### config.mk
export PLATFORM = sky130hd
export DESIGN_NAME = poll_select_link_master
export DESIGN_NICKNAME = d
export VERILOG_FILES = /design/src/sv/psl_pkg.sv /design/src/sv/psl_core.sv /design/src/sv/psl_outq.sv /design/src/sv/poll_select_link_master.sv
export VERILOG_INCLUDE_DIRS = /design/src /design/src/sv
export SDC_FILE = /design/constraint.sdc
export NUM_CORES = 1
export LEC_CHECK = 0
export ABC_AREA = 1
export BUFFER_PORTS_ARGS = -buffer_cell sky130_fd_sc_hd__clkbuf_2
export CAP_MARGIN = 5
export CORE_MARGIN = 5
export CORE_UTILIZATION = 40
export DETAILED_ROUTE_END_ITERATION = 10
export PLACE_DENSITY = 0.64
export SLEW_MARGIN = 10
export SYNTH_ARGS = -nofsm -noshare
export SYNTH_HDL_FRONTEND = slang
export SYNTH_HIERARCHICAL = 1
export SYNTH_SLANG_ARGS = --single-unit
### constraint.sdc
create_clock -name clk -period 10.7 [get_ports clk]
set_input_delay 1.605 -clock clk [delete_from_list [all_inputs] [get_ports clk]]
set_output_delay 1.605 -clock clk [all_outputs]
set_load 0.02 [all_outputs]
### src/sv/poll_select_link_master_macros.svh
// Assertion macros shared by the poll/select link master modules.
`ifndef POLL_SELECT_LINK_MASTER_MACROS_SVH
`define POLL_SELECT_LINK_MASTER_MACROS_SVH
`ifndef SYNTHESIS
`define PSL_ASSERT(lbl, prop, msg) \
	lbl: assert property (@(posedge clk) disable iff (!arst_n) (prop)) else $error(msg);
`define PSL_ASSERT_IMPL(lbl, pre, post, msg) \
	lbl: assert property (@(posedge clk) disable iff (!arst_n) (pre) |-> (post)) \
		else $error(msg);
`define PSL_ASSERT_NEXT(lbl, pre, post, msg) \
	lbl: assert property (@(posedge clk) disable iff (!arst_n) (pre) |=> (post)) \
		else $error(msg);
`else
`define PSL_ASSERT(lbl, prop, msg)
`define PSL_ASSERT_IMPL(lbl, pre, post, msg)
`define PSL_ASSERT_NEXT(lbl, pre, post, msg)
`endif
`endif

### src/sv/psl_pkg.sv
// Types and constants of the poll/select link master.
`timescale 1ns / 1ps
package psl_pkg;

	localparam int MaxFrame = 4096;
	localparam int LenW     = 13;
	localparam int TimerW   = 16;

	localparam logic [TimerW-1:0] TicksReset     = TimerW'(1000);
	localparam logic [LenW-1:0]   MaxLengthReset = LenW'(MaxFrame);
	localparam logic [LenW-1:0]   MinLength      = LenW'(3);

	localparam logic [7:0] ChStx     = 8'h02;
	localparam logic [7:0] ChEtx     = 8'h03;
	localparam logic [7:0] ChEot     = 8'h04;
	localparam logic [7:0] ChEnq     = 8'h05;
	localparam logic [7:0] ChAck     = 8'h06;
	localparam logic [7:0] ChNak     = 8'h15;
	localparam logic [7:0] PollBase  = 8'h40;
	localparam logic [7:0] SelBase   = 8'h60;
	localparam logic [7:0] CheckBit  = 8'h80;

	typedef enum logic [2:0] {
		CMD_POLL   = 3'd0,
		CMD_SELECT = 3'd1,
		CMD_RX     = 3'd2,
		CMD_BYTE   = 3'd3,
		CMD_TICK   = 3'd4
	} cmd_t;

	typedef enum logic [1:0] {
		KIND_TX      = 2'd0,
		KIND_PAYLOAD = 2'd1,
		KIND_STATUS  = 2'd2
	} kind_t;

	typedef enum logic [3:0] {
		ST_OK          = 4'd0,
		ST_NO_TRAFFIC  = 4'd1,
		ST_NAK         = 4'd2,
		ST_TIMEOUT     = 4'd3,
		ST_UNEXPECTED  = 4'd4,
		ST_MALFORMED   = 4'd5,
		ST_WRONG_SLAVE = 4'd6,
		ST_CHECK_FAIL  = 4'd7,
		ST_NO_EOT      = 4'd8,
		ST_BUSY        = 4'd9,
		ST_REFUSED     = 4'd10,
		ST_BAD_COMMAND = 4'd11
	} status_t;

	typedef enum logic [3:0] {
		PH_IDLE       = 4'd0,
		PH_POLL_REPLY = 4'd1,
		PH_POLL_ADDR  = 4'd2,
		PH_POLL_BODY  = 4'd3,
		PH_POLL_CHECK = 4'd4,
		PH_POLL_EOT   = 4'd5,
		PH_SEL_REPLY  = 4'd6,
		PH_SEL_DRAIN  = 4'd7,
		PH_SEL_SEND   = 4'd8,
		PH_SEL_FINAL  = 4'd9
	} phase_t;

	typedef enum logic {
		CFG_TIMEOUT    = 1'b0,
		CFG_MAX_LENGTH = 1'b1
	} cfg_idx_t;

	typedef struct packed {
		logic [TimerW-1:0] timeout_ticks;
		logic [LenW-1:0]   max_length;
	} cfg_t;

	typedef struct packed {
		logic [2:0] command;
		logic [4:0] slave;
		logic [7:0] data_byte;
		logic       final_byte;
	} item_t;

	typedef struct packed {
		kind_t      kind;
		logic [7:0] data;
	} slot_t;

	// Up to three results produced by one item; a status, if any, is the last one.
	typedef struct packed {
		logic [1:0]      count;
		slot_t [2:0]     slot;
		status_t         status;
		logic [LenW-1:0] length;
	} bundle_t;

endpackage

### src/sv/psl_core.sv
// Input register, protocol state and per-item result generation.
`timescale 1ns / 1ps
`include "poll_select_link_master_macros.svh"
module psl_core (
	input  logic             clk,
	input  logic             arst_n,
	input  psl_pkg::cfg_t    cfg,
	input  logic             in_valid,
	output logic             in_ready,
	input  psl_pkg::item_t   in_item,
	output logic             push,
	output psl_pkg::bundle_t bundle,
	input  logic             full
);
	import psl_pkg::*;

	logic              valid_s1;
	item_t             item_s1;
	logic              consume;

	phase_t            phase_q, phase_d;
	logic [4:0]        slave_q, slave_d;
	logic [7:0]        check_q, check_d;
	logic [LenW-1:0]   byte_count_q, byte_count_d;
	logic [TimerW-1:0] timer_q, timer_d;
	logic              addr_ok_q, addr_ok_d;

	logic [LenW-1:0]   lim;
	logic [TimerW-1:0] tick_lim;
	logic [TimerW-1:0] tick_val;
	logic              tick_live;
	logic              timed_out;
	logic              body_full;
	logic              cmd_full;
	logic              is_start;
	logic [7:0]        rx;
	logic [7:0]        start_addr;
	logic [7:0]        sel_addr;
	logic [7:0]        sel_check;

	function automatic bundle_t mk_status(status_t st, logic [LenW-1:0] len);
		bundle_t r;
		r = '0;
		r.count = 2'd1;
		r.slot[0] = '{kind: KIND_STATUS, data: 8'h00};
		r.status = st;
		r.length = len;
		return r;
	endfunction

	function automatic bundle_t mk_tx_status(logic [7:0] b, status_t st,
		logic [LenW-1:0] len);
		bundle_t r;
		r = '0;
		r.count = 2'd2;
		r.slot[0] = '{kind: KIND_TX, data: b};
		r.slot[1] = '{kind: KIND_STATUS, data: 8'h00};
		r.status = st;
		r.length = len;
		return r;
	endfunction

	function automatic bundle_t mk_bytes(logic [1:0] n, kind_t k0, logic [7:0] b0,
		logic [7:0] b1, logic [7:0] b2);
		bundle_t r;
		r = '0;
		r.count = n;
		r.slot[0] = '{kind: k0, data: b0};
		r.slot[1] = '{kind: KIND_TX, data: b1};
		r.slot[2] = '{kind: KIND_TX, data: b2};
		return r;
	endfunction

	// An item is retired once its results have room in the output queue.
	assign consume  = valid_s1 && ((bundle.count == 2'd0) || !full);
	assign in_ready = !valid_s1 || consume;
	assign push     = consume && (bundle.count != 2'd0);

	always_ff @(posedge clk or negedge arst_n) begin
		if (!arst_n) begin
			valid_s1 <= 1'b0;
		end else if (in_ready) begin
			valid_s1 <= in_valid;
		end
	end

	always_ff @(posedge clk) begin
		if (in_ready && in_valid) begin
			item_s1 <= in_item;
		end
	end

	always_ff @(posedge clk or negedge arst_n) begin
		if (!arst_n) begin
			phase_q      <= PH_IDLE;
			slave_q      <= '0;
			check_q      <= '0;
			byte_count_q <= '0;
			timer_q      <= '0;
			addr_ok_q    <= 1'b0;
		end else if (consume) begin
			phase_q      <= phase_d;
			slave_q      <= slave_d;
			check_q      <= check_d;
			byte_count_q <= byte_count_d;
			timer_q      <= timer_d;
			addr_ok_q    <= addr_ok_d;
		end
	end

	// Shared decode of the registered item against the current state.
	always_comb begin
		if (cfg.max_length < MinLength) begin
			lim = MinLength;
		end else if (cfg.max_length > LenW'(MaxFrame)) begin
			lim = LenW'(MaxFrame);
		end else begin
			lim = cfg.max_length;
		end
	end

	assign rx         = item_s1.data_byte;
	assign tick_lim   = (cfg.timeout_ticks == '0) ? TimerW'(1) : cfg.timeout_ticks;
	assign tick_val   = (timer_q != '1) ? timer_q + TimerW'(1) : timer_q;
	assign tick_live  = (phase_q != PH_IDLE) && (phase_q != PH_SEL_SEND);
	assign timed_out  = tick_val >= tick_lim;
	assign body_full  = ({1'b0, byte_count_q} + (LenW+1)'(2)) >= {1'b0, lim};
	assign cmd_full   = ({1'b0, byte_count_q} + (LenW+1)'(5)) >= {1'b0, lim};
	assign is_start   = (item_s1.command == CMD_POLL) || (item_s1.command == CMD_SELECT);
	assign start_addr = {3'b000, item_s1.slave} +
		((item_s1.command == CMD_POLL) ? PollBase : SelBase);
	assign sel_addr   = {3'b000, slave_q} + SelBase;
	assign sel_check  = check_q ^ rx ^ ChEtx ^ CheckBit;

	// Next state.
	always_comb begin
		phase_d      = phase_q;
		slave_d      = slave_q;
		check_d      = check_q;
		byte_count_d = byte_count_q;
		timer_d      = timer_q;
		addr_ok_d    = addr_ok_q;
		case (item_s1.command)
			CMD_POLL, CMD_SELECT: begin
				if (phase_q == PH_IDLE) begin
					slave_d      = item_s1.slave;
					timer_d      = '0;
					byte_count_d = '0;
					phase_d      = (item_s1.command == CMD_POLL) ? PH_POLL_REPLY
						: PH_SEL_REPLY;
				end
			end
			CMD_RX: begin
				timer_d = '0;
				unique case (phase_q)
					PH_POLL_REPLY: begin
						if (rx == ChStx) begin
							check_d      = '0;
							byte_count_d = '0;
							addr_ok_d    = 1'b0;
							phase_d      = PH_POLL_ADDR;
						end else begin
							phase_d = PH_IDLE;
						end
					end
					PH_POLL_ADDR: begin
						check_d = check_q ^ rx;
						if (rx == ChEtx) begin
							addr_ok_d = 1'b0;
							phase_d   = PH_POLL_CHECK;
						end else begin
							addr_ok_d = (rx == {3'b000, slave_q} + PollBase);
							phase_d   = PH_POLL_BODY;
						end
					end
					PH_POLL_BODY: begin
						if (rx == ChEtx) begin
							check_d = check_q ^ rx;
							phase_d = PH_POLL_CHECK;
						end else if (body_full) begin
							phase_d = PH_IDLE;
						end else begin
							check_d      = check_q ^ rx;
							byte_count_d = byte_count_q + LenW'(1);
						end
					end
					PH_POLL_CHECK: begin
						if (addr_ok_q && (rx == (check_q | CheckBit))) begin
							phase_d = PH_POLL_EOT;
						end else begin
							phase_d = PH_IDLE;
						end
					end
					PH_POLL_EOT: phase_d = PH_IDLE;
					PH_SEL_REPLY: begin
						if (rx == ChAck) begin
							check_d      = sel_addr;
							byte_count_d = '0;
							phase_d      = PH_SEL_SEND;
						end else if (rx == ChStx) begin
							phase_d = PH_SEL_DRAIN;
						end else begin
							phase_d = PH_IDLE;
						end
					end
					PH_SEL_DRAIN: begin
						if (rx == ChEtx) begin
							phase_d = PH_IDLE;
						end
					end
					PH_SEL_FINAL: phase_d = PH_IDLE;
					default: ;
				endcase
			end
			CMD_BYTE: begin
				if (phase_q == PH_SEL_SEND) begin
					if (cmd_full) begin
						phase_d = PH_IDLE;
					end else begin
						byte_count_d = byte_count_q + LenW'(1);
						check_d      = check_q ^ rx;
						if (item_s1.final_byte) begin
							timer_d = '0;
							phase_d = PH_SEL_FINAL;
						end
					end
				end
			end
			CMD_TICK: begin
				if (tick_live) begin
					timer_d = tick_val;
					if (timed_out) begin
						phase_d = PH_IDLE;
					end
				end
			end
			default: ;
		endcase
	end

	// Results of the item.
	always_comb begin
		bundle = '0;
		case (item_s1.command)
			CMD_POLL, CMD_SELECT: begin
				if (phase_q != PH_IDLE) begin
					bundle = mk_status(ST_BAD_COMMAND, '0);
				end else begin
					bundle = mk_bytes(2'd2, KIND_TX, ChEnq, start_addr, 8'h00);
				end
			end
			CMD_RX: begin
				unique case (phase_q)
					PH_POLL_REPLY: begin
						if (rx == ChEot) begin
							bundle = mk_status(ST_NO_TRAFFIC, '0);
						end else if (rx == ChAck) begin
							bundle = mk_status(ST_OK, '0);
						end else if (rx == ChNak) begin
							bundle = mk_status(ST_NAK, '0);
						end else if (rx != ChStx) begin
							bundle = mk_status(ST_UNEXPECTED, '0);
						end
					end
					PH_POLL_BODY: begin
						if (rx == ChEtx) begin
							bundle = '0;
						end else if (body_full) begin
							bundle = mk_tx_status(ChEot, ST_MALFORMED, byte_count_q);
						end else begin
							bundle = mk_bytes(2'd1, KIND_PAYLOAD, rx, 8'h00, 8'h00);
						end
					end
					PH_POLL_CHECK: begin
						if (!addr_ok_q) begin
							bundle = mk_tx_status(ChEot, ST_WRONG_SLAVE, byte_count_q);
						end else if (rx == (check_q | CheckBit)) begin
							bundle = mk_bytes(2'd1, KIND_TX, ChAck, 8'h00, 8'h00);
						end else begin
							bundle = mk_tx_status(ChEot, ST_CHECK_FAIL, byte_count_q);
						end
					end
					PH_POLL_EOT: begin
						bundle = mk_status((rx == ChEot) ? ST_OK : ST_NO_EOT, byte_count_q);
					end
					PH_SEL_REPLY, PH_SEL_FINAL: begin
						if (rx == ChAck) begin
							if (phase_q == PH_SEL_REPLY) begin
								bundle = mk_bytes(2'd2, KIND_TX, ChStx, sel_addr, 8'h00);
							end else begin
								bundle = mk_status(ST_OK, '0);
							end
						end else if (rx == ChNak) begin
							bundle = mk_status(ST_REFUSED, '0);
						end else if (rx == ChEot) begin
							bundle = mk_status(ST_BUSY, '0);
						end else if ((rx != ChStx) || (phase_q == PH_SEL_FINAL)) begin
							bundle = mk_status(ST_UNEXPECTED, '0);
						end
					end
					PH_SEL_DRAIN: begin
						if (rx == ChEtx) begin
							bundle = mk_status(ST_UNEXPECTED, '0);
						end
					end
					default: ;
				endcase
			end
			CMD_BYTE: begin
				if ((phase_q != PH_SEL_SEND) || cmd_full) begin
					bundle = mk_status(ST_BAD_COMMAND, '0);
				end else if (item_s1.final_byte) begin
					bundle = mk_bytes(2'd3, KIND_TX, rx, ChEtx, sel_check);
				end else begin
					bundle = mk_bytes(2'd1, KIND_TX, rx, 8'h00, 8'h00);
				end
			end
			CMD_TICK: begin
				if (tick_live && timed_out) begin
					unique case (phase_q)
						PH_POLL_REPLY: bundle = mk_status(ST_TIMEOUT, '0);
						PH_POLL_ADDR, PH_POLL_BODY, PH_POLL_CHECK:
							bundle = mk_tx_status(ChEot, ST_MALFORMED, byte_count_q);
						PH_POLL_EOT: bundle = mk_status(ST_TIMEOUT, byte_count_q);
						default: bundle = mk_status(ST_UNEXPECTED, '0);
					endcase
				end
			end
			default: ;
		endcase
	end

	`PSL_ASSERT_NEXT(a_start_enters_reply, consume && is_start && (phase_q == PH_IDLE), (phase_q == PH_POLL_REPLY) || (phase_q == PH_SEL_REPLY), "start did not enter a reply wait")
	`PSL_ASSERT(a_count_in_frame, byte_count_q < LenW'(MaxFrame), "byte count beyond frame size")
	`PSL_ASSERT_NEXT(a_stalled_item_holds, valid_s1 && !consume, valid_s1 && $stable(item_s1), "stalled item lost or changed")
	`PSL_ASSERT_IMPL(a_send_needs_room, push, !full, "results pushed into a full queue")

endmodule

### src/sv/psl_outq.sv
// Two-entry result queue that hands out the results of each item one by one.
`timescale 1ns / 1ps
`include "poll_select_link_master_macros.svh"
module psl_outq (
	input  logic             clk,
	input  logic             arst_n,
	input  logic             push,
	input  psl_pkg::bundle_t bundle,
	output logic             full,
	output logic             m_tvalid,
	input  logic             m_tready,
	output logic [31:0]      m_tdata,
	output logic [1:0]       m_tuser,
	output logic             m_tlast
);
	import psl_pkg::*;

	bundle_t    q_q [2];
	logic       wr_ptr_q;
	logic       rd_ptr_q;
	logic [1:0] count_q;
	logic [1:0] sub_q;
	bundle_t    head;
	slot_t      cur;
	logic       is_last;
	logic       xfer;
	logic       pop;
	status_t    st;
	logic [LenW-1:0] len;

	assign full     = (count_q == 2'd2);
	assign m_tvalid = (count_q != 2'd0);
	assign head     = q_q[rd_ptr_q];
	assign cur      = head.slot[sub_q];
	assign is_last  = (sub_q == head.count - 2'd1);
	assign xfer     = m_tvalid && m_tready;
	assign pop      = xfer && is_last;

	// Status and length are reported only on the status result.
	assign st      = (cur.kind == KIND_STATUS) ? head.status : ST_OK;
	assign len     = (cur.kind == KIND_STATUS) ? head.length : '0;
	assign m_tdata = {7'b0, len, st, cur.data};
	assign m_tuser = cur.kind;
	assign m_tlast = is_last;

	always_ff @(posedge clk) begin
		if (push) begin
			q_q[wr_ptr_q] <= bundle;
		end
	end

	always_ff @(posedge clk or negedge arst_n) begin
		if (!arst_n) begin
			wr_ptr_q <= 1'b0;
			rd_ptr_q <= 1'b0;
			count_q  <= 2'd0;
			sub_q    <= 2'd0;
		end else begin
			if (push) begin
				wr_ptr_q <= !wr_ptr_q;
			end
			if (pop) begin
				rd_ptr_q <= !rd_ptr_q;
				sub_q    <= 2'd0;
			end else if (xfer) begin
				sub_q <= sub_q + 2'd1;
			end
			count_q <= count_q + {1'b0, push} - {1'b0, pop};
		end
	end

	`PSL_ASSERT(a_count_range, count_q != 2'd3, "result queue count out of range")
	`PSL_ASSERT_IMPL(a_sub_in_entry, m_tvalid, sub_q < head.count, "result index past its entry")
	`PSL_ASSERT_IMPL(a_push_nonempty, push, bundle.count != 2'd0, "empty entry pushed")

endmodule

### src/sv/poll_select_link_master.sv
// Top level of the poll/select link master: configuration and channel wiring.
`timescale 1ns / 1ps
// Master side of an ASCII poll/select serial link to up to 32 slaves.
// The input channel (s_*) carries one item per handshake: s_tuser is the
// command (start poll, start select, received link byte, command byte for a
// select, timer tick), s_tdata holds the slave address and the byte, and
// s_tlast marks the last command byte of a select.
// The output channel (m_*) carries results: bytes to transmit on the link,
// received payload bytes and final status words; m_tlast marks the last
// result caused by one input item. An item causes zero to three results.
// An accepted item is held in an input register and evaluated there against
// the link state; its results are registered into a two-entry queue once it
// has room, and m_tvalid is driven from that queue.
// One item is taken per cycle as long as each causes at most one result;
// otherwise the rate is set by the output port, which moves one result a
// cycle. When the receiver stalls the queue fills and s_tready drops; no
// result is lost or repeated.
// Reset puts the link idle, empties the queue and loads timeout_ticks with
// 1000 and max_length with 4096. Registers are written through cfg_*; the
// user writes them only while the block is idle; the block does not check this.
module poll_select_link_master (
	input  logic        clk,
	input  logic        arst_n,
	input  logic        cfg_wen,
	input  logic        cfg_index,
	input  logic [15:0] cfg_wdata,
	input  logic        s_tvalid,
	output logic        s_tready,
	input  logic [15:0] s_tdata,   // slave[4:0], data_byte[12:5], zero[15:13]
	input  logic [2:0]  s_tuser,   // command[2:0]
	input  logic        s_tlast,   // final_byte
	output logic        m_tvalid,
	input  logic        m_tready,
	output logic [31:0] m_tdata,   // out_byte[7:0], status[11:8], length[24:12], zero
	output logic [1:0]  m_tuser,   // kind[1:0]
	output logic        m_tlast    // last
);
	import psl_pkg::*;

	cfg_t    cfg_q;
	item_t   item;
	bundle_t bundle;
	logic    push;
	logic    full;

	// Configuration registers.
	always_ff @(posedge clk or negedge arst_n) begin
		if (!arst_n) begin
			cfg_q.timeout_ticks <= TicksReset;
			cfg_q.max_length    <= MaxLengthReset;
		end else if (cfg_wen) begin
			unique case (cfg_idx_t'(cfg_index))
				CFG_TIMEOUT:    cfg_q.timeout_ticks <= cfg_wdata;
				CFG_MAX_LENGTH: cfg_q.max_length    <= cfg_wdata[LenW-1:0];
				default: ;
			endcase
		end
	end

	assign item.command    = s_tuser;
	assign item.slave      = s_tdata[4:0];
	assign item.data_byte  = s_tdata[12:5];
	assign item.final_byte = s_tlast;

	// Protocol engine: registered item, link state and result generation.
	psl_core u_core (
		.clk      (clk),
		.arst_n   (arst_n),
		.cfg      (cfg_q),
		.in_valid (s_tvalid),
		.in_ready (s_tready),
		.in_item  (item),
		.push     (push),
		.bundle   (bundle),
		.full     (full)
	);

	// Result queue feeding the output channel one result per cycle while m_tready is high.
	psl_outq u_outq (
		.clk      (clk),
		.arst_n   (arst_n),
		.push     (push),
		.bundle   (bundle),
		.full     (full),
		.m_tvalid (m_tvalid),
		.m_tready (m_tready),
		.m_tdata  (m_tdata),
		.m_tuser  (m_tuser),
		.m_tlast  (m_tlast)
	);

endmodule

# [Word level (Yosys, flattened, before mapping)]
# Memory sizes are Yosys's and may differ from the RTL's.
# Index checks and enable logic that the tools add are counted.
[word_totals] mem_bits_rw=98 mem_count=1 elab_cells=201 inputBits=42 output_inout_bits=37 reg_bits=100
[classes] n_bitwise=4 n_mux=78 magnitude_cmp=6 n_addsub=11 n_reduce_logical=40 eq_ne=44
[memory_table] name="u_outq.q_q" depth=2 word_bits=49 rd=1 rd_ports_with_merged_regs=0 write_ports=1 line_no="psl_outq.sv:18" rtl="bundle_t q_q [2];"
[ops] op="$mux W49" n=15
[ops] op="$pmux W49 S6" n=1
[ops] op="$pmux W49 S4" n=1
[ops] op="$pmux W49 S3" n=1
[ops] op="$mux W48" n=3
[ops] op="$mux W13" n=10
[ops] op="$mux W16" n=7
[ops] op="$pmux W13 S3" n=2
[ops] op="$pmux W16 S4" n=1
[ops] op="$mux W4" n=12
[ops] op="$mux W8" n=6
[ops] op="$pmux W8 S4" n=1
[ops] op="$ge A14 B13 Y1" n=2
[ops] op="$pmux W4 S7" n=1
[ops] op="$bmux W10 S2" n=1
[ops] op="$reduce_and A10 Y1" n=2
[ops] op="$add A16 B1 Y16 const B" n=1
[ops] op="$add A5 B7 Y8 const B" n=2
[ops] op="$eq A4 B3 Y1 const B" n=4
[ops] op="$eq A8 B2 Y1 const B" n=2
[ops] op="$eq A8 B3 Y1 const B" n=2
[ops] op="$eq A8 B8 Y1" n=2
[ops] op="$ge A16 B16 Y1" n=1
[ops] op="$logic_not A16 Y1" n=1
[ops] op="other kinds (58)" n=102

# [Longest topological paths before layout]
# Gate-level depths: netlist (run 1).
[depth] ltp_word=14 ltp_mapped=32 ltp_nobuf=31

# [By module]
# The synthesis (run 1) kept the hierarchy.
[by_module_without_submodules] module="psl_core" instances=1 area_per_inst_um2=6407.4 cells_per_inst=971 seq_area_each_um2=1711.6
[by_module_without_submodules] module="psl_outq" instances=1 area_per_inst_um2=4260.3 cells_per_inst=322 seq_area_each_um2=3093.0
[by_module_without_submodules] module="poll_select_link_master" instances=1 area_per_inst_um2=1166.1 cells_per_inst=126 seq_area_each_um2=734.5

# [Worst setup path before layout (run 1)]
# No wires, ideal clock.
[synth_path] path_type="flip-flop to flip-flop" start="register u_core.timer_q[2]" end="memory u_outq/q_q[0][0] (netlist name) (enable)" required_time_ns=10.243 path_stages_with_launch=27 arrival_time_ns=5.692 period_less_slack_ns=6.149 n_path_buf=2 path_slack_ns=4.551 setup_time_ns=0.457 path_cell_list="dfrtp_1 inv_1 nor4_1 nand2_1 nor2_1 inv_1 nor2_1 inv_1 clkbuf_1 nand2_1 ha_1 a21oi_1 o21ai_0 a21oi_1 nand3_1 nand2_1 inv_1 nand2_1 nor3_1 nor2_2 nand3_4 a21oi_4 buf_6 nand2_1 inv_1 inv_1 nor2_1"
[synth_via] elab_chain_cells=12 elab_cells_between_ends=14 classes_between="add/sub (1); order compare (1); eq/ne (1); mux (5); reduce/logical (6)"
[synth_rtl] element="start, declared" line_no="psl_core.sv:25" rtl="logic [TimerW-1:0] timer_q, timer_d;"
[synth_rtl] element="start signal, assigned" line_no="psl_core.sv:106" rtl="timer_q <= timer_d;"
[synth_rtl] element="$add A16 B1 Y16 or $ne A16 B16 Y1 (tied branches)" line_no="psl_core.sv:124" rtl="assign tick_val = (timer_q != '1) ? timer_q + TimerW'(1) : timer_q;"
[synth_rtl] element="$mux W16 (*)" line_no="psl_core.sv:124"
[synth_rtl] element="$ge A16 B16 Y1 (*)" line_no="psl_core.sv:126" rtl="assign timed_out = tick_val >= tick_lim;"
[synth_rtl] element="$logic_and A1 B1 Y1 (*)" line_no="psl_core.sv:319" rtl="if (tick_live && timed_out) begin"
[synth_rtl] element="$mux W49 (*)" line_no="psl_core.sv:319"
[synth_rtl] element="$pmux W49 S4 (*)" line_no="psl_core.sv:244" rtl="case (item_s1.command)"
[synth_rtl] element="$logic_not A2 Y1" line_no="psl_core.sv:75" rtl="assign consume = valid_s1 && ((bundle.count == 2'd0) || !full);"
[synth_rtl] element="$logic_or A1 B1 Y1" line_no="psl_core.sv:75"
[synth_rtl] element="$logic_and A1 B1 Y1" line_no="psl_core.sv:75"
[synth_rtl] element="$logic_and A1 B1 Y1 (*)" line_no="psl_core.sv:77" rtl="assign push = consume && (bundle.count != 2'd0);"
[synth_rtl] element="named net push" line_no="poll_select_link_master.sv:43" rtl="logic push;"
[synth_rtl] element="$mux W1 (*)" line_no="psl_outq.sv:47" rtl="if (push) begin"
[synth_rtl] element="$mux W1 (implied by the code) (*)" line_no="psl_outq.sv:48" rtl="q_q[wr_ptr_q] <= bundle;"
[synth_rtl] element="end, declared" line_no="psl_outq.sv:18"
# Mark *: on every way through the listed nets, which the timed path passes. The rest lies on a longest branch.

# [Final worst setup path (run 1)]
[layout_path] start="register u_core.timer_q[2]" end="output port s_tready"
[layout_via] elab_chain_cells=10 elab_cells_between_ends=11 classes_between="add/sub (1); order compare (1); eq/ne (1); mux (3); reduce/logical (5)"
[layout_rtl] element="$add A16 B1 Y16 or $ne A16 B16 Y1 (tied branches)" line_no="psl_core.sv:124"
[layout_rtl] element="$mux W16 (*)" line_no="psl_core.sv:124"
[layout_rtl] element="$ge A16 B16 Y1 (*)" line_no="psl_core.sv:126"
[layout_rtl] element="$logic_and A1 B1 Y1 (*)" line_no="psl_core.sv:319"
[layout_rtl] element="$mux W49 (*)" line_no="psl_core.sv:319"
[layout_rtl] element="$pmux W49 S4 (*)" line_no="psl_core.sv:244"
[layout_rtl] element="$logic_not A2 Y1 (*)" line_no="psl_core.sv:75"
[layout_rtl] element="$logic_or A1 B1 Y1 (*)" line_no="psl_core.sv:75"
[layout_rtl] element="$logic_and A1 B1 Y1 (*)" line_no="psl_core.sv:75"
[layout_rtl] element="$logic_or A1 B1 Y1 (*)" line_no="psl_core.sv:76" rtl="assign in_ready = !valid_s1 || consume;"
[layout_rtl] element="end, declared" line_no="poll_select_link_master.sv:28" rtl="output logic s_tready,"
# Every way passes the cells marked *; elsewhere a longest branch is shown, timed or not.

==> results of run 1 <==
-- through the flow --
| step | instances | util [%] | hold WS, ps | instance area [sq um] |
|---|---|---|---|---|
| after floorplan | 1428 | - | 442 | 11900 |
| after global placement | 1837 | 42.1 | 454 | 12400 |
| after detailed placement | 1837 | 42.1 | 456 | 12400 |
| after CTS | 1869 | 44.2 | 469 | 13000 |
| after global routing | 1869 | 44.2 | 482 | 13000 |
| final | 1869 | 44.2 | 467 | 13000 |
-- power by group through the flow --
stage / sequential (mW) / clock [mW] / combinational [mW]
after floorplan: 1.04 / 0 / 0.838
after detailed placement: 1.09 / 0 / 1.05
after CTS: 1.07 / 0.709 / 1.06
final: 1.07 / 0.692 / 1.05
after global routing: 1.09 / 0.737 / 1.19
after global placement: 1.08 / 0 / 1.03
-- routing by layer --
layer  GRT usage, %  routed length, um  part of all wire [%]
met3           2.72               1370                   4.8
met1           25.0              13700                    48
met2           27.3              12900                    45
met5              0                  0                     0
met4           4.59                450                   1.6
-- registers in the layout, summed over array words and instances, names as in the netlist, 4 cells and up --
register / count
u_outq/q_q: 98
cfg_q: 29
u_core/timer_q: 16
u_core/byte_count_q: 13
u_core/item_s1: 9
u_core/check_q: 8
u_core/rx: 8
u_core/slave_q: 5
u_core/phase_q: 4
-- worst min-delay path, cell delays in order (launching register included) --
cell,delay (ps)
dfstp_2,380
nand2_1,50
nand2_1,40
-- synthesized netlist by cell type (all sizes together) --
| master | number | area [sq um] |
|---|---|---|
| nand3b | 3 | 22.5 |
| inv | 176 | 661 |
| conb | 2 | 7.51 |
| o21bai | 3 | 22.5 |
| and3 | 2 | 12.5 |
| a21oi | 36 | 210 |
| clkinv | 1 | 3.75 |
| nor3 | 26 | 135 |
| mux2i | 17 | 170 |
| o311ai | 1 | 8.76 |
| o311a | 1 | 10.0 |
| nor3b | 1 | 7.51 |
| xnor2 | 9 | 78.8 |
| edfxtp | 115 | 3450 |
| buf | 43 | 333 |
| or3 | 1 | 6.26 |
| a22oi | 2 | 15.0 |
| o211ai | 4 | 30.0 |
| a31oi | 2 | 12.5 |
| dfstp | 7 | 184 |
| o22ai | 6 | 37.5 |
| o41ai | 2 | 17.5 |
| clkbuf | 10 | 37.5 |
| or2 | 1 | 6.26 |
| xor2 | 34 | 298 |
| o31ai | 13 | 97.6 |
| nand3 | 115 | 618 |
| nand2 | 370 | 1440 |
| a221oi | 2 | 17.5 |
| o2111ai | 1 | 8.76 |
| o21ai | 89 | 453 |
| a211oi | 6 | 57.6 |
| ha | 43 | 538 |
| a21o | 3 | 22.5 |
| nand4 | 19 | 119 |
| nor2 | 165 | 694 |
| dfrtp | 76 | 1900 |
| nor4 | 11 | 75.1 |
| o221ai | 1 | 8.76 |
-- worst paths after layout --
path / endpoint / start
worst max-delay path: s_tready / u_core/timer_q[2]$_DFFE_PN0P_
worst min-delay path: cfg_q[19]$_DFFE_PN1P_ / cfg_q[19]$_DFFE_PN1P_
worst max register to register: u_outq/q_q[0][40]$_DFFE_PP_ / u_core/timer_q[2]$_DFFE_PN0P_
worst min register to register: cfg_q[19]$_DFFE_PN1P_ / cfg_q[19]$_DFFE_PN1P_
max in group asynchronous: u_outq/rd_ptr_q$_DFFE_PN0P_ / arst_n
min in group asynchronous: cfg_q[25]$_DFFE_PN0P_ / arst_n
-- kinds of logic (layout without fill, tap and decap cells) --
kind of cell | Yosys count | count (layout) | share of synthesized area, %
AOI/OAI and AO/OA | 172 | 172 | 8.70
and+or+nand+nor | 714 | 714 | 26.5
buffers and inverters | 230 | 281 | 8.74
xor gates and xnor gates | 43 | 43 | 3.18
other | 2 | 11 | 0.0635
adders and majority gates | 43 | 43 | 4.55
muxes | 17 | 17 | 1.44
DFF | 198 | 198 | 46.8
-- area by class of cell --
class                           instances  area [sq um]
Fill cell                            2918         16400
Tap cell                              390           488
Multi-Input combinational cell       1000          5300
Clock buffer                           17           425
Clock inverter                         15           218
Sequential cell                       198          5540
Inverter                              177           664
Timing Repair Buffer                   72           373
-- cell usage in the layout, fill, tap and decap left out, drive strengths merged, types with 13 or more instances in the layout --
cell / synthesis / final
edfxtp: 115 / 115
nand3: 115 / 115
xor2: 34 / 34
nand4: 19 / 19
o21ai: 89 / 89
ha: 43 / 43
nor2: 165 / 165
nor3: 26 / 26
dfrtp: 76 / 76
o31ai: 13 / 13
clkbuf: 10 / 84
a21oi: 36 / 36
mux2i: 17 / 17
inv: 176 / 187
nand2: 370 / 370
==> qor.txt, run 1 <==
CLOCKING
------------------------------------------------------------------------------------------
Source-to-sink clock delay at the later pin of the worst-skew pair ..........       450 ps
Clock tree from TritonCTS ...................................................          yes
Hold-fix buffers at CTS .....................................................            0
Post-CTS setup-driven buffer insertion count ................................            0
CTS HTree Levels ............................................................            4
Count of clock tree sinks ...................................................          198
CTS-repair resized insts ....................................................            0
Clock edge transition at the registers on the reported setup and hold paths .        80 ps
Number of buffers on the longest clock path .................................            2
CTS Buf Count ...............................................................           17
Root buffer cell ............................................................    clkbuf_16

RUN
------------------------------------------------------------------------------------------
Max cap viols ...............................................................            0

FLOORPLAN
------------------------------------------------------------------------------------------
Initial Util ................................................................        40.2%
Overall die height ..........................................................       182 um
Floorplan Core Area ......................................................... 0.0294 sq mm
Die area .................................................................... 0.0331 sq mm
X dimension of the die ......................................................       182 um
Top-Level Pins ..............................................................           79
Number of core rows .........................................................           63

ROUTING
------------------------------------------------------------------------------------------
DRC violation total after the first TritonRoute iteration ...................          802
# DRC .......................................................................            0
TritonRoute pass-1 iters ....................................................            5
Antenna-violating nets left .................................................            0
Total vias in the final route ...............................................        9,525
Routed len/inst .............................................................      15.2 um
Routed Wire Length ..........................................................    28,400 um
Via count normalized by instance count ......................................         5.10

LAYOUT
------------------------------------------------------------------------------------------
Layout cells sized above 1 ..................................................        11.8%
Net total in the final layout ...............................................        1,551
Synth-to-Final Area Change ..................................................        9.94%
N_diodes ....................................................................            0

SETUP PATH
------------------------------------------------------------------------------------------
Count of cells along the worst register-to-register path ....................           28
Arrival time of the worst setup path ........................................      4570 ps
Type of destination of the critical path ....................................  output port
Top cell by count, worst path ...............................................      nand2_1
Number of buffers and inverters on the critical path ........................            7
CP Cell Sequence ............................................................ inv_1 -> nor4_1 -> nand2_1 -> nor2_1 -> inv_1 -> nor2_1 -> inv_1 -> nand2_1 -> ha_1 -> a21oi_1 -> o21ai_0 -> a21oi_1 -> nand3_1 -> nand2_1 -> inv_1 -> nand2_1 -> nand2_1 -> inv_1 -> nand2_1 -> inv_2 -> nand3_4 -> nand3_1 -> clkbuf_2
Top cell family by delay on the critical path ............................... simple AND/OR/NAND/NOR gates
Cell type of the slowest stage on the worst timing path .....................      dfrtp_1
Startpoint Class ............................................................    flip-flop
Register-to-register setup slack ............................................      4860 ps
Type of the worst setup path ................................................ flip-flop to output port
Worst Path Required .........................................................      9100 ps
Delay contributed by the slowest stage of the critical path .................       400 ps
Stages on worst setup path ..................................................           23
Top fanout value on the critical path .......................................           16

SYNTHESIS
------------------------------------------------------------------------------------------
Synth Register Bits .........................................................          198
Count of cell types in the netlist ..........................................           56
Yosys warning total .........................................................            6
Synthesized area divided by synthesized cell count ..........................   8.34 sq um
Gate Count Post-Synth .......................................................        1,419
Netlist area before placement ............................................... 0.0118 sq mm
Sequential share of the synthesized area ....................................        46.8%

GLOBAL ROUTING
------------------------------------------------------------------------------------------
First-pass GRT wire length ..................................................    47,000 um
Total congestion overflow after global routing ..............................            0
Largest net degree at the start of global routing ...........................           62
Initial antenna violation count .............................................            0
Total routing usage reported by global routing ..............................        17.3%
Number of global-route vias before repair ...................................        9,127

POWER AND IR DROP
------------------------------------------------------------------------------------------
Combinational power share ...................................................        37.3%
Net Switching ...............................................................      1.20 mW
VDD IR-drop max .............................................................     0.150 mV
Clk pwr share ...............................................................        24.6%
Net Sw Frac .................................................................        42.7%
Overall Power ...............................................................      2.81 mW
Internal power contribution .................................................      1.61 mW
Sequential cell fraction of total power .....................................        38.1%
Static Leak .................................................................      5.96 nW
Power per standard cell area ................................................  216 mW/mm^2

STA
------------------------------------------------------------------------------------------
Worst-case clock skew .......................................................      18.4 ps
Slew headroom ...............................................................        28.6%
Slew at the pin closest to its max-slew limit ...............................      1070 ps
Final critical-path share of the clock period ...............................        57.7%
Final Critical Period .......................................................      6180 ps
Unrepaired setup endpoints after global routing .............................           no
Final Hold Viols ............................................................            0
Setup slack of the critical path after layout ...............................      4520 ps
Final setup violation count .................................................            0
Final-layout setup total negative slack .....................................         0 ps
Maximum clock rate ..........................................................    0.162 GHz
Final Slew Violations .......................................................            0

PLACEMENT
------------------------------------------------------------------------------------------
PortBufs ....................................................................           68
Pre-CTS setup slack .........................................................      4890 ps
HPWL reported at the end of detailed placement ..............................    20,600 um
Routability congestion estimate from global placement .......................        0.907

RUN STATUS
------------------------------------------------------------------------------------------
Run status .................................................................. complete, no violations

HOLD PATH
------------------------------------------------------------------------------------------
HP Class .................................................................... flip-flop to flip-flop
Number of instances on the worst hold path ..................................            2

Note: power is estimated with default switching activity, not from simulation.
==> inputs of run 2 (changes only) <==
--- a/config.mk
+++ b/config.mk
@@ -12,7 +12,7 @@
 export CORE_MARGIN = 5
 export CORE_UTILIZATION = 40
 export DETAILED_ROUTE_END_ITERATION = 10
-export PLACE_DENSITY = 0.64
+export PLACE_DENSITY = 0.66
 export SLEW_MARGIN = 10
 export SYNTH_ARGS = -nofsm -noshare
 export SYNTH_HDL_FRONTEND = slang
==> constraint.sdc (replaced) <==
create_clock -name clk -period 5.5 [get_ports clk]
set_input_delay 0.825 -clock clk [delete_from_list [all_inputs] [get_ports clk]]
set_output_delay 0.825 -clock clk [all_outputs]
set_load 0.02 [all_outputs]
==> run 2 against run 1 <==
Effect of this change:
- largest power group unchanged
- non-clock buffer count grew 4
- critical path depth is the same
- power rose by 94%
- core utilization up 0.19 points
- count of clock-buffer cells in the layout is the same
- routed wire length decreased by 0.46%
- clock power up 89%
- first-iteration DRC count is 1.1% lower
- clock skew shrank 2.0 ps
==> qor.txt, run 2 (synthesized netlist as in run 1, its figures left out) <==
STA
------------------------------------------------------------------------------------------
Final Hold Viols ............................................................            0   unchanged
Final Slew Violations .......................................................            0   unchanged
Slew at the pin closest to its max-slew limit ...............................       938 ps   was 1070 ps
Final setup violation count .................................................            0   unchanged
Final Critical Period .......................................................      5110 ps
Unrepaired setup endpoints after global routing .............................           no   unchanged
Maximum clock rate ..........................................................    0.196 GHz
Slew headroom ...............................................................        37.3%   was 28.6%
Worst-case clock skew .......................................................      16.4 ps   was 18.4 ps
Final-layout setup total negative slack .....................................         0 ps   unchanged
Final critical-path share of the clock period ...............................        93.0%

CLOCKING
------------------------------------------------------------------------------------------
Hold-fix buffers at CTS .....................................................            0   unchanged
Number of buffers on the longest clock path .................................            2   unchanged
CTS Buf Count ...............................................................           17   unchanged
Clock edge transition at the registers on the reported setup and hold paths .        90 ps   was 80 ps
Count of clock tree sinks ...................................................          198   unchanged
CTS HTree Levels ............................................................            4   unchanged
Root buffer cell ............................................................    clkbuf_16   unchanged
Source-to-sink clock delay at the later pin of the worst-skew pair ..........       440 ps   was 450 ps
Clock tree from TritonCTS ...................................................          yes   unchanged

GLOBAL ROUTING
------------------------------------------------------------------------------------------
Largest net degree at the start of global routing ...........................           47   was 62
Number of global-route vias before repair ...................................        9,133   was 9,127
Total routing usage reported by global routing ..............................        17.2%   was 17.3%
Total congestion overflow after global routing ..............................            0   unchanged
Initial antenna violation count .............................................            0   unchanged
First-pass GRT wire length ..................................................    46,600 um   was 47,000 um

PLACEMENT
------------------------------------------------------------------------------------------
Routability congestion estimate from global placement .......................        0.909   was 0.907
PortBufs ....................................................................           68   unchanged
HPWL reported at the end of detailed placement ..............................    20,900 um   was 20,600 um
Placed standard-cell area ................................................... 0.0124 sq mm   about the same

FLOORPLAN
------------------------------------------------------------------------------------------
Initial Util ................................................................        40.2%   unchanged
Floorplan Core Area ......................................................... 0.0294 sq mm   unchanged
Top-Level Pins ..............................................................           79   unchanged
Overall die height ..........................................................       182 um   unchanged
Die area .................................................................... 0.0331 sq mm   unchanged
X dimension of the die ......................................................       182 um   unchanged
Number of core rows .........................................................           63   unchanged

LAYOUT
------------------------------------------------------------------------------------------
Commonest non-fill, non-tap cell in the layout ..............................      nand2_1   unchanged
Final Util ..................................................................        44.4%   was 44.2%
Largest register by flop count ..............................................   u_outq/q_q   unchanged
Net total in the final layout ...............................................        1,555   was 1,551
Layout cells sized above 1 ..................................................        12.3%   was 11.8%
Post-route standard cell area excluding fillers ............................. 0.0131 sq mm   was 0.0130 sq mm
Synth-to-Final Area Change ..................................................        10.4%   was 9.94%
Max FFs per register ........................................................           98   unchanged
Top flop regs ............................................................... u_outq/q_q: 98 flops, cfg_q: 29 flops, u_core/timer_q: 16 flops   unchanged
Total of fill cells in the finished design ..................................        2,857   was 2,918
N_diodes ....................................................................            0   unchanged
Top library cells by usage in the layout, fill and taps aside ............... nand2_1, inv_1, nor2_1   unchanged

POWER AND IR DROP
------------------------------------------------------------------------------------------
Sequential cell fraction of total power .....................................        38.6%   was 38.1%
Clk pwr share ...............................................................        24.1%   was 24.6%
VDD IR-drop max .............................................................     0.214 mV   was 0.150 mV
Net Switching ...............................................................      2.31 mW   was 1.20 mW
Internal power contribution .................................................      3.14 mW   was 1.61 mW
Power per standard cell area ................................................  417 mW/mm^2   was 216 mW/mm^2
Combinational power share ...................................................        37.3%   about the same
Net Sw Frac .................................................................        42.3%   was 42.7%
Static Leak .................................................................      5.98 nW   was 5.96 nW

ROUTING
------------------------------------------------------------------------------------------
Total vias in the final route ...............................................        9,541   was 9,525
DRC violation total after the first TritonRoute iteration ...................          793   was 802
Routed len/inst .............................................................      15.1 um   was 15.2 um
TritonRoute pass-1 iters ....................................................            6   was 5
Routed Wire Length ..........................................................    28,300 um   was 28,400 um
# DRC .......................................................................            0   unchanged
Via count normalized by instance count ......................................         5.09   was 5.10
Antenna-violating nets left .................................................            0   unchanged

SETUP PATH
------------------------------------------------------------------------------------------
Type of the worst setup path ................................................ flip-flop to output port   unchanged
Type of destination of the critical path ....................................  output port   unchanged
Arrival time of the worst setup path ........................................      4290 ps   was 4570 ps
Worst Path Required .........................................................      4680 ps   was 9100 ps
Startpoint Class ............................................................    flip-flop   unchanged
Top fanout value on the critical path .......................................            4   was 16

RUN
------------------------------------------------------------------------------------------
Max cap viols ...............................................................            0   unchanged

HOLD PATH
------------------------------------------------------------------------------------------
HP Class .................................................................... primary input to async pin   was flip-flop to flip-flop

RUN STATUS
------------------------------------------------------------------------------------------
Run status .................................................................. complete, no violations   unchanged

## run 2: cell type report
class	instances	area (sq um)	area share, %
inverters	177	664	5.08
repair buffers	76	428	3.27
well taps	390	488	3.73
flip-flops and latches	198	5540	42.4
multi-input cells	1000	5320	40.7
clock buffers	17	425	3.26
clock inverters	15	201	1.54
## run 2: path summary, 6_finish.rpt
check,start,endpoint,slack (ps),cells after the start
setup / recovery,u_core/timer_q[2]$_DFFE_PN0P_,s_tready,390,23
hold reg to reg,cfg_q[22]$_DFFE_PN1P_,cfg_q[22]$_DFFE_PN1P_,470,2
max in group asynchronous,arst_n,u_outq/rd_ptr_q$_DFFE_PN0P_,4070,2
hold / removal,arst_n,cfg_q[25]$_DFFE_PN0P_,400,1
setup reg to reg,u_core/timer_q[2]$_DFFE_PN0P_,u_outq/q_q[0][35]$_DFFE_PP_,690,27
min in group clk,cfg_q[22]$_DFFE_PN1P_,cfg_q[22]$_DFFE_PN1P_,470,2
## run 2: worst max-delay path, stage by stage, from the launching register on
cell,delay (ps)
dfrtp_1,400
inv_1,100
nor4_2,340
nand2_1,130
nor2_1,220
inv_1,110
nor2_1,280
nor2_1,70
a21oi_1,220
ha_1,290
a21oi_1,140
o21ai_0,80
nand2_1,80
o211ai_1,90
nand2_1,80
nand3_1,120
nand2_1,120
inv_1,60
nand2_1,140
nor3_2,70
nor2_2,210
nand3_4,130
nand3_1,170
clkbuf_2,210
## run 2: timing repair
item | CTS | global route
gates resized for setup | 0 | 4
setup buffers | 0 | 0
setup endpoints to repair | 0 | 1
## run 2: power groups by stage
stage,registers (mW),logic (mW),clock network (mW)
after floorplan,2.02,1.63,0
after global placement,2.12,2.01,0
after detailed placement,2.13,2.04,0
after CTS,2.10,2.05,1.34
after global routing,2.14,2.30,1.41
final,2.10,2.03,1.31
## run 2: through the flow
step           total power, mW  hold WS (ps)  setup slack (ps)  cells
6_report                  5.45           395               388   1873
3_3_place_gp              4.13           454               686   1841
2_1_floorplan             3.65           442               187   1428
3_5_place_dp              4.17           457               594   1841
4_1_cts                   5.49           402               136   1873
5_1_grt                   5.84           430              4.67   1873
## run 2: layer usage
metal / routed length [um] / share of wire [%] / vias to the layer above / track usage [%]
met1: 13400 / 47 / 4469 / 24.5
met4: 393 / 1.4 / 0 / 4.14
met5: 0 / 0 / - / 0
met2: 12900 / 46 / 262 / 27.4
li1: - / - / 4780 / -
met3: 1540 / 5.4 / 30 / 2.86
==> inputs of run 3 (changes only) <==
--- a/config.mk
+++ b/config.mk
@@ -6,7 +6,7 @@
 export SDC_FILE = /design/constraint.sdc
 export NUM_CORES = 1
 export LEC_CHECK = 0
-export ABC_AREA = 1
+export ABC_AREA = 0
 export BUFFER_PORTS_ARGS = -buffer_cell sky130_fd_sc_hd__clkbuf_2
 export CAP_MARGIN = 5
 export CORE_MARGIN = 5
==> run 3 against run 2 <==
Effect of this change:
- count of clock-buffer cells in the layout unchanged
- setup slack improved by 3.3 ps
- core utilization increased by 0.58 points
- sequential share of layout area increased by 0.36 points
- highest routed layer unchanged
- largest cell class is now multi-input combinational cells
- synthesized cell count decreased by 24%
- design area decreased by 0.83%
- sequential power increased by 3%
- clock skew decreased by 5.0 ps
==> qor.txt, run 3 <==
RUN STATUS
------------------------------------------------------------------------------------------
Run status .................................................................. complete, no violations   unchanged

POWER AND IR DROP
------------------------------------------------------------------------------------------
Internal power contribution .................................................      3.18 mW   was 3.14 mW
Net Sw Frac .................................................................        38.3%   was 42.3%
VDD IR-drop max .............................................................     0.201 mV   was 0.214 mV
Combinational power share ...................................................        32.6%   was 37.3%
Power per standard cell area ................................................  399 mW/mm^2   was 417 mW/mm^2
Static Leak .................................................................      5.31 nW   was 5.98 nW
Overall Power ...............................................................      5.16 mW   was 5.45 mW
Clk pwr share ...............................................................        25.6%   was 24.1%
Net Switching ...............................................................      1.98 mW   was 2.31 mW
Sequential cell fraction of total power .....................................        41.7%   was 38.6%

SETUP PATH
------------------------------------------------------------------------------------------
Crit. Startpoint ............................................................ u_core/timer_q[4]$_DFFE_PN0P_   was u_core/timer_q[2]$_DFFE_PN0P_
Cell type of the slowest stage on the worst timing path .....................        or4_4   was dfrtp_1
Top fanout value on the critical path .......................................           11   was 4
Type of the worst setup path ................................................ flip-flop to output port   unchanged
Arrival time of the worst setup path ........................................      4280 ps   was 4290 ps
Top cell family by delay on the critical path ............................... simple AND/OR/NAND/NOR gates   unchanged
Number of buffers and inverters on the critical path ........................            2   was 4
Type of destination of the critical path ....................................  output port   unchanged
Top cell by count, worst path ...............................................       and3_1   was nand2_1
Launch point of the worst reg-to-reg path ................................... u_core/timer_q[4]$_DFFE_PN0P_   was u_core/timer_q[2]$_DFFE_PN0P_
Register-to-register setup slack ............................................       770 ps   was 690 ps
Startpoint Class ............................................................    flip-flop   unchanged
Delay contributed by the slowest stage of the critical path .................       500 ps   was 400 ps
CP Cell Sequence ............................................................ and4_1 -> nand4_1 -> buf_4 -> or4_4 -> and3_1 -> and3_1 -> xor2_1 -> ha_1 -> a21oi_1 -> o21ai_0 -> a221oi_2 -> o21a_1 -> o211ai_1 -> nand3_1 -> clkbuf_2   was inv_1 -> nor4_2 -> nand2_1 -> nor2_1 -> inv_1 -> nor2_1 -> nor2_1 -> a21oi_1 -> ha_1 -> a21oi_1 -> o21ai_0 -> nand2_1 -> o211ai_1 -> nand2_1 -> nand3_1 -> nand2_1 -> inv_1 -> nand2_1 -> nor3_2 -> nor2_2 -> nand3_4 -> nand3_1 -> clkbuf_2
Worst Path Required .........................................................      4680 ps   about the same

GLOBAL ROUTING
------------------------------------------------------------------------------------------
Initial antenna violation count .............................................            0   unchanged
First-pass GRT wire length ..................................................    44,700 um   was 46,600 um
Total routing usage reported by global routing ..............................        16.5%   was 17.2%
Routing usage on met3 .......................................................        2.35%   was 2.86%
Met2 track demand over resource .............................................        26.2%   was 27.4%
Number of global-route vias before repair ...................................        8,369   was 9,133
Highest-utilization routing layer at the global route stage .................         met2   unchanged
Met1 track demand over resource in global routing ...........................        23.8%   was 24.5%
Total congestion overflow after global routing ..............................            0   unchanged
Largest net degree at the start of global routing ...........................           58   was 47

STA
------------------------------------------------------------------------------------------
Final Critical Period .......................................................      5110 ps   about the same
Setup slack of the critical path after layout ...............................       391 ps   was 388 ps
Unrepaired setup endpoints after global routing .............................           no   unchanged
Maximum clock rate ..........................................................    0.196 GHz   about the same
Final Hold Viols ............................................................            0   unchanged
Slew at the pin closest to its max-slew limit ...............................      1180 ps   was 938 ps
Slew headroom ...............................................................        20.6%   was 37.3%
Final Slew Violations .......................................................            0   unchanged
Final critical-path share of the clock period ...............................        92.9%   was 93.0%
Final setup violation count .................................................            0   unchanged
Final-layout setup total negative slack .....................................         0 ps   unchanged
Worst-case clock skew .......................................................      11.5 ps   was 16.4 ps

CLOCKING
------------------------------------------------------------------------------------------
Clock tree from TritonCTS ...................................................          yes   unchanged
Count of clock tree sinks ...................................................          198   unchanged
CTS-repair resized insts ....................................................            0   unchanged
Number of buffers on the longest clock path .................................            2   unchanged
CTS Buf Count ...............................................................           17   unchanged
Root buffer cell ............................................................    clkbuf_16   unchanged
Post-CTS setup-driven buffer insertion count ................................            0   unchanged
Clock edge transition at the registers on the reported setup and hold paths .        80 ps   was 90 ps
Hold-fix buffers at CTS .....................................................            0   unchanged
CTS HTree Levels ............................................................            4   unchanged
Source-to-sink clock delay at the later pin of the worst-skew pair ..........       440 ps   about the same

PLACEMENT
------------------------------------------------------------------------------------------
HPWL reported at the end of detailed placement ..............................    19,700 um   was 20,900 um
Routability congestion estimate from global placement .......................        0.918   was 0.909
Pre-CTS setup slack .........................................................       598 ps   was 594 ps
PortBufs ....................................................................           68   unchanged
Placed standard-cell area ................................................... 0.0123 sq mm   was 0.0124 sq mm

SYNTHESIS
------------------------------------------------------------------------------------------
Netlist area before placement ............................................... 0.0117 sq mm   was 0.0118 sq mm
Count of cell types in the netlist ..........................................          100   was 56
EDFF count, synth ...........................................................          115   unchanged
Share of Yosys cell area claimed by the top area cell type ..................        29.5%   was 29.2%
Most common cell in the synthesized netlist .................................     edfxtp_1   was nand2_1
Proportion of synthesized flip-flops having asynchronous set or reset .......        41.9%   unchanged
Top cell types by occurrence after synthesis ................................ edfxtp_1, nor2_1, nand2_1   was nand2_1, inv_1, nor2_1
Top post-synthesis cells by area ............................................ edfxtp_1, dfrtp_1, ha_1, mux2i_1, nor2_1   was edfxtp_1, dfrtp_1, nand2_1, inv_1, nand3_1
Top cell type by total area after synthesis .................................     edfxtp_1   unchanged
Synth Register Bits .........................................................          198   unchanged
Gate Count Post-Synth .......................................................        1,076   was 1,419
Synthesized area divided by synthesized cell count ..........................   10.9 sq um   was 8.34 sq um
Yosys warning total .........................................................            6   unchanged
Flip-flop cell with the highest count after synthesis .......................     edfxtp_1   unchanged
Sequential share of the synthesized area ....................................        47.4%   was 46.8%

ROUTING
------------------------------------------------------------------------------------------
TritonRoute pass-1 iters ....................................................            7   was 6
Via count normalized by instance count ......................................         5.63   was 5.09
Antenna-violating nets left .................................................            0   unchanged
DRC violation total after the first TritonRoute iteration ...................          729   was 793
Routed len/inst .............................................................      17.9 um   was 15.1 um
Total vias in the final route ...............................................        8,523   was 9,541
# DRC .......................................................................            0   unchanged
Routed Wire Length ..........................................................    27,100 um   was 28,300 um

LAYOUT
------------------------------------------------------------------------------------------
Commonest non-fill, non-tap cell in the layout ..............................     edfxtp_1   was nand2_1
Net total in the final layout ...............................................        1,202   was 1,555
Top flop regs ............................................................... u_outq/q_q: 98 flops, cfg_q: 29 flops, u_core/timer_q: 16 flops   unchanged
Synth-to-Final Area Change ..................................................        10.8%   was 10.4%
Largest register by flop count ..............................................   u_outq/q_q   unchanged
Top library cells by usage in the layout, fill and taps aside ............... edfxtp_1, nor2_1, nand2_1   was nand2_1, inv_1, nor2_1
Max FFs per register ........................................................           98   unchanged
Post-route standard cell area excluding fillers ............................. 0.0130 sq mm   was 0.0131 sq mm
Layout cells sized above 1 ..................................................        18.2%   was 12.3%
N_diodes ....................................................................            0   unchanged

HOLD PATH
------------------------------------------------------------------------------------------
HP Class .................................................................... primary input to async pin   unchanged

FLOORPLAN
------------------------------------------------------------------------------------------
Top-Level Pins ..............................................................           79   unchanged
X dimension of the die ......................................................       181 um   was 182 um
Number of core rows .........................................................           62   was 63
Overall die height ..........................................................       181 um   was 182 um
Initial Util ................................................................        40.6%   was 40.2%
Floorplan Core Area ......................................................... 0.0288 sq mm   was 0.0294 sq mm
Die area .................................................................... 0.0328 sq mm   was 0.0331 sq mm

RUN
------------------------------------------------------------------------------------------
Max cap viols ...............................................................            0   unchanged

run 3: path summary, 6_finish.rpt:
path,endpoint,cells after the start
hold / removal,cfg_q[10]$_DFFE_PN0P_,1
setup reg to reg,u_core/phase_q[1]$_DFFE_PN0P_,16
min in group clk,u_core/slave_q[0]$_DFFE_PN0P_,1
max in group asynchronous,u_core/check_q[4]$_DFFE_PN0P_,2
setup / recovery,s_tready,15
hold reg to reg,u_core/slave_q[0]$_DFFE_PN0P_,1
run 3: worst reg2reg max path, delay by kind of cell (launching register included):
kind	cells	cell delay [ps]
fa+ha+maj	1	300
simple gates	5	1390
xor+xnor	1	150
flops	1	480
mux	1	370
buf+inv	1	180
compound gates	7	1750
run 3: power groups by stage:
stage,Clock (mW),Sequential (mW),Combinational [mW]
final,1.32,2.16,1.68
after global routing,1.42,2.19,1.86
after CTS,1.35,2.15,1.69
after detailed placement,0,2.18,1.69
after global placement,0,2.17,1.66
after floorplan,0,2.00,1.39
run 3: routing by layer:
layer  wire, um  share of wire, %  vias up
li1           -                 -     4082
met4        359               1.3        0
met5          0                 0        -
met1      13000                48     4167
met2      12600                47      243
met3       1100               4.0       31
run 3: cell type report:
cell class | instances | area (sq um)
Multi-Input combinational cell | 768 | 5650
Tap cell | 384 | 480
Clock buffer | 17 | 425
Inverter | 53 | 199
Fill cell | 2703 | 15800
Clock inverter | 15 | 215
Sequential cell | 198 | 5540
Timing Repair Buffer | 79 | 450
run 3: stage by stage:
step	hold slack, ps	std cells	utilization (%)
after CTS	310	1514	45.0
after global routing	322	1514	45.0
final	311	1514	45.0
after detailed placement	516	1482	42.8
after floorplan	473	1085	-
after global placement	495	1482	42.8
run 3: logic make-up (layout without fill, tap and decap cells):
group / after synthesis / after routing / share of synthesized area, %
flip-flops: 198 / 198 / 47.4
other: 2 / 11 / 0.0642
multiplexers: 85 / 85 / 9.19
AND/OR/NAND/NOR: 345 / 345 / 15.2
buffers and inverters: 119 / 164 / 4.82
adder cells (fa/ha/maj): 44 / 44 / 4.70
AO/OA/AOI/OAI: 233 / 233 / 14.8
XOR/XNOR: 50 / 50 / 3.86
